File: src/design/lcb_pkg.sv
// ----------------------------------------------------------------------------
// Label bucketing package
// Shared types, codes and default sizes for the label to CSC bucketing block.
// ----------------------------------------------------------------------------
package lcb_pkg;

   // Default sizes of the stores.
   localparam int DEF_MAX_NODES    = 1024;
   localparam int DEF_MAX_CLUSTERS = 256;

   // Fixed field widths of the channels.
   localparam int KIND_W   = 2;
   localparam int LABEL_W  = 9;
   localparam int POS_W    = 11;
   localparam int VALUE_W  = 11;
   localparam int CCOUNT_W = 9;
   localparam int NCOUNT_W = 11;
   localparam int STATUS_W = 2;

   // Request kinds.
   typedef enum logic [KIND_W-1:0] {
      KIND_LOAD = 2'd0,
      KIND_COL  = 2'd1,
      KIND_SORT = 2'd2,
      KIND_NONE = 2'd3
   } lcb_kind_type;

   // Status codes of a result.
   typedef enum logic [STATUS_W-1:0] {
      STATUS_OK    = 2'd0,
      STATUS_LABEL = 2'd1,
      STATUS_FULL  = 2'd2,
      STATUS_RANGE = 2'd3
   } lcb_status_type;

   // Back end sequencer states.
   typedef enum logic [3:0] {
      ST_IDLE,
      ST_LOAD,
      ST_PRE_RD,
      ST_PRE_WR,
      ST_PRE_END,
      ST_NODE_RD,
      ST_NODE_CUR,
      ST_NODE_WR,
      ST_READ,
      ST_READ_RSP
   } lcb_state_type;

   // A classified command as it travels from front to back.
   typedef struct packed {
      lcb_kind_type       kind;
      logic               start_new;
      logic               bad_label;
      logic [LABEL_W-1:0] label;
      logic [POS_W-1:0]   position;
   } lcb_cmd_type;

endpackage

File: src/design/lcb_front.sv
// ----------------------------------------------------------------------------
// Label bucketing front end
// Accepts request beats, classifies them and holds them in a two-entry queue.
// ----------------------------------------------------------------------------
module lcb_front #(
   parameter int MAX_CLUSTERS = lcb_pkg::DEF_MAX_CLUSTERS
) (
   input  logic                         clock,
   input  logic                         reset,
   input  logic                         req_valid,
   output logic                         req_ready,
   input  logic [lcb_pkg::KIND_W-1:0]   req_kind,
   input  logic                         req_start_new,
   input  logic [lcb_pkg::LABEL_W-1:0]  req_label,
   input  logic [lcb_pkg::POS_W-1:0]    req_position,
   output logic                         cmd_valid,
   input  logic                         cmd_ready,
   output lcb_pkg::lcb_cmd_type         cmd
);

   lcb_pkg::lcb_cmd_type q_ff [2];
   lcb_pkg::lcb_cmd_type new_cmd;
   logic                 wr_ptr_ff, wr_ptr_in;
   logic                 rd_ptr_ff, rd_ptr_in;
   logic [1:0]           count_ff, count_in;
   logic                 push, pop;

   // Classify the incoming beat.
   always_comb begin
      new_cmd.kind      = lcb_pkg::lcb_kind_type'(req_kind);
      new_cmd.start_new = req_start_new;
      new_cmd.bad_label = (req_label == '0) || (req_label > MAX_CLUSTERS);
      new_cmd.label     = req_label;
      new_cmd.position  = req_position;
   end

   assign req_ready = (count_ff != 2'd2);
   assign push      = req_valid && req_ready;
   assign cmd_valid = (count_ff != 2'd0);
   assign pop       = cmd_valid && cmd_ready;
   assign cmd       = q_ff[rd_ptr_ff];

   // Queue pointers and fill level.
   always_comb begin
      wr_ptr_in = push ? !wr_ptr_ff : wr_ptr_ff;
      rd_ptr_in = pop ? !rd_ptr_ff : rd_ptr_ff;
      count_in  = count_ff;
      if (push && !pop) begin
         count_in = count_ff + 2'd1;
      end else if (pop && !push) begin
         count_in = count_ff - 2'd1;
      end
   end

   always_ff @(posedge clock) begin
      if (reset) begin
         wr_ptr_ff <= 1'b0;
         rd_ptr_ff <= 1'b0;
         count_ff  <= 2'd0;
      end else begin
         wr_ptr_ff <= wr_ptr_in;
         rd_ptr_ff <= rd_ptr_in;
         count_ff  <= count_in;
      end
   end

   // Queue storage.
   always_ff @(posedge clock) begin
      if (push) begin
         q_ff[wr_ptr_ff] <= new_cmd;
      end
   end

endmodule

File: config.mk
export PLATFORM = sky130hd
export DESIGN_NAME = lcb_front
export DESIGN_NICKNAME = d
export VERILOG_FILES = /design/src/design/lcb_pkg.sv /design/src/design/lcb_front.sv
export SDC_FILE = /design/constraint.sdc
export NUM_CORES = 1
export LEC_CHECK = 0
export BUFFER_PORTS_ARGS = -buffer_cell sky130_fd_sc_hd__buf_2
export CAP_MARGIN = 20
export CORE_ASPECT_RATIO = 1.4
export CORE_MARGIN = 3
export CORE_UTILIZATION = 39
export DETAILED_ROUTE_END_ITERATION = 8
export HOLD_SLACK_MARGIN = 0.08
export PLACE_DENSITY_LB_ADDON = 0.25
export SLEW_MARGIN = 20
export SYNTH_ARGS = -nofsm -noshare
export SYNTH_HDL_FRONTEND = slang
export SYNTH_SLANG_ARGS = --single-unit
File: constraint.sdc
create_clock -name clock -period 2 [get_ports clock]
set_clock_uncertainty 0.15 [all_clocks]
set_input_delay 0.5 -clock clock [delete_from_list [all_inputs] [get_ports clock]]
set_output_delay 0.5 -clock clock [all_outputs]
set_load 0.01 [all_outputs]
==> results by group <==
Run status
  • Status: finished clean

Synthesis
  • Mux cell area share after synthesis: 13.65%
  • Mean Syn Cell Area: 19.22 um^2
  • Largest family of logic cells by synthesized area: multiplexers
  • Yosys top cell area share: 72.82%
  • Synth Area in Adders: 0.6321%
  • YS warnings: 0
  • Post-synthesis sequential area ratio: 77.88%
  • Post-Synth Simple-Gate Area: 3.350%
  • Complex-gate fraction of the synthesized area: 1.517%
  • Synthesized cell area: 0.001979 mm^2
  • Synth area leaders: edfxtp_1, mux2_2, dfxtp_1
  • Synth Register Bits: 53
  • Area leader, netlist: edfxtp_1
  • Net Count, Synth: 131
  • Netlist cell types: 21
  • Cells after Synth: 103
  • Synth Area in XOR/XNOR: 1.770%

Clocking
  • Worst-path clk slew: 0.09 ns
  • Clock Latency Late Sink: 0.29 ns
  • Clk root buf: clkbuf_8
  • Longest Clk Path Bufs: 2
  • Post CTS Setup Buffer Count: 0
  • H-Tree Depth: 2
  • TritonCTS Buffers: 5
  • CTS Sinks: 53
  • TritonCTS clock tree: built

GRT
  • First-pass GRT wire length: 5520 um
  • Grt total ovfl: 0
  • Initial antenna violation count: 0
  • Largest net degree at the start of global routing: 25
  • Total GRT Usage: 12.33%
  • Vias in the first global route: 1163

Routing
  • Met1 Routed Length: 1329 um
  • WL met3: 169 um
  • Top Metal Used: met4
  • WL per Instance: 15.39 um
  • Routed WL: 3539 um
  • DRC Markers: 0
  • Via count: 1111
  • Drt pass-1 iters: 4
  • First DRT Iteration DRCs: 27
  • Vias per std cell: 4.830
  • Post-route ant nets: 0
  • Met2 wire length: 1966 um

Timing
  • Final slew viol count: 0
  • Rel. slew slack: 77.34%
  • Slew @ Worst Pin: 0.3399 ns
  • Peak Freq: 513.9 MHz
  • Tcrit/Tclk final: 97.29%
  • Final Hold Viols: 0
  • Worst setup margin: 0.05427 ns
  • Setup-failing EPs final: 0
  • Setup repair after global routing missed its margin: true
  • Period minus WS final: 1.946 ns

Place
  • GP Congestion: 0.6289
  • Post-place setup slack: 0.1515 ns
  • Post-DP HPWL: 2490 um
  • Port Buf Inserts: 52

Floorplanning
  • Core Rows: 30
  • Initial Util: 40.56%
  • DIE AREA: 0.005978 mm^2
  • Core Region: 0.004880 mm^2
  • Die width: 66.21 um
  • IO Count: 53
  • Die height: 90.30 um

Worst setup path
  • R2R depth: 5
  • CP endpoint kind: primary output
  • FF-to-FF End: count_ff[1]$_SDFFE_PP0P_
  • Worst Path Arrival: 1.30 ns
  • Crit path max-delay cell type: dfxtp_4
  • CP max stage delay: 0.39 ns
  • Crit-path max FO: 12
  • Crit Path Category: flop to primary output
  • Worst path cell trace: buf_12 -> mux2_2 -> buf_2
  • CP Launch Type: flop
  • Reg2reg setup slack: 0.13 ns
  • Worst endpoint required time: 1.35 ns
  • R2r startpoint: count_ff[0]$_SDFFE_PP0P_

Final layout
  • Antenna fix cells: 0
  • Area Growth Syn to Fin: 26.49%
  • Register Area: 0.001545 mm^2
  • Nets: 193
  • Commonest non-fill, non-tap cell in the layout: buf_2
  • Layout cell share with drive strength beyond 1: 55.42%
  • Area of the multi-input gates: 425.4 um^2
  • Filler instances: 429
  • Commonest cells after routing, fill and taps aside: buf_2, edfxtp_1, mux2_2
  • Finished Core Util: 51.31%

Hold path
  • Hold Crit Endpoint: q_ff[0][0]$_DFFE_PP_
  • Hold Crit Class: primary input to flop
  • Min-Delay Path Depth: 1
  • HP Start: req_position[0]

Power
  • Lkg Pwr: 0.9528 nW
  • Peak supply drop: 0.6630 mV
  • Pwr dens: 1212 mW/mm^2

Job
  • Max-Cap Viols: 0
through the flow:
step / cell area [um^2] / hold slack [ns] / TNS (ns) / total power, mW / std cells
floorplan: 1979 / 0.3205 / 0 / 1.975 / 103
global placement: 2337 / 0.3397 / 0 / 2.245 / 221
detailed placement: 2337 / 0.3552 / 0 / 2.292 / 221
CTS: 2449 / 0.2300 / -0.05446 / 2.992 / 229
global route: 2504 / 0.2189 / -0.04613 / 3.210 / 230
finish: 2504 / 0.2394 / 0 / 3.034 / 230
synth_stat cells:
cell type	n
edfxtp_1	48
mux2_2	24
dfxtp_1	5
nor2_1	3
xor2_1	3
a21oi_1	2
buf_4	2
nor4_1	2
o21ai_0	2
a21bo_2	1
and2_1	1
and3_1	1
buf_2	1
ha_1	1
inv_1	1
nand2_1	1
nand2b_1	1
nand3b_1	1
or2_2	1
or3_1	1
xnor2_1	1
critical path: cells and delay by family (launching register included):
family | cells | cell delay [ns]
buf+inv | 2 | 0.29
flops | 1 | 0.39
mux | 1 | 0.33
layer usage:
| metal | vias to the layer above | track usage (%) |
|---|---|---|
| met4 | 0 | 5.085 |
| met3 | 9 | 3.611 |
| met2 | 39 | 21.71 |
| met1 | 546 | 13.38 |
| li1 | 517 | - |
| met5 | - | 0 |
cell type report:
class	count	area share, %
Tap cell	64	3.198
Sequential cell	53	61.72
Inverter	1	0.1499
Clock inverter	2	1.549
Multi-Input combinational cell	46	16.99
Timing Repair Buffer	58	13.49
Clock buffer	6	2.899
worst max-delay path by stage:
| stage | from | to | slack (ns) | cells past startpoint |
|---|---|---|---|---|
| floorplan | count_ff[0]$_SDFFE_PP0P_ | q_ff[1][0]$_DFFE_PP_ | 0.18 | 2 |
| global placement | req_valid | count_ff[1]$_SDFFE_PP0P_ | 0.25 | 5 |
| detailed placement | req_valid | count_ff[1]$_SDFFE_PP0P_ | 0.15 | 5 |
| CTS | flop | cmd[7] | -0.01 | 3 |
| global route | flop | cmd[15] | -0.01 | 3 |
| finish | flop | cmd[12] | 0.05 | 3 |
sequential cells by signal, summed over array words and instances, names as in the netlist, named ones only:
| signal | count |
|---|---|
| count_ff | 2 |
| q_ff | 48 |
| rd_ptr_ff | 1 |
| wr_ptr_ff | 1 |
cells by family after synthesis:
kind of cell	Yosys count
simple gates	12
xor+xnor	4
mux	24
compound gates	5
flops	53
fa+ha+maj	1
buf+inv	4
power by group:
part	switching [mW]	internal (mW)
combinational	0.428	0.451
sequential	0.0681	1.39
clock	0.320	0.376
what timing repair did:
action / 4_1_cts / 5_1_grt
resized for setup: 0 / 14
endpoints found under the setup margin: 10 / 24
cloned: 0 / 1
hold buffers: 0 / 0
(Power assumes the default switching activity.)
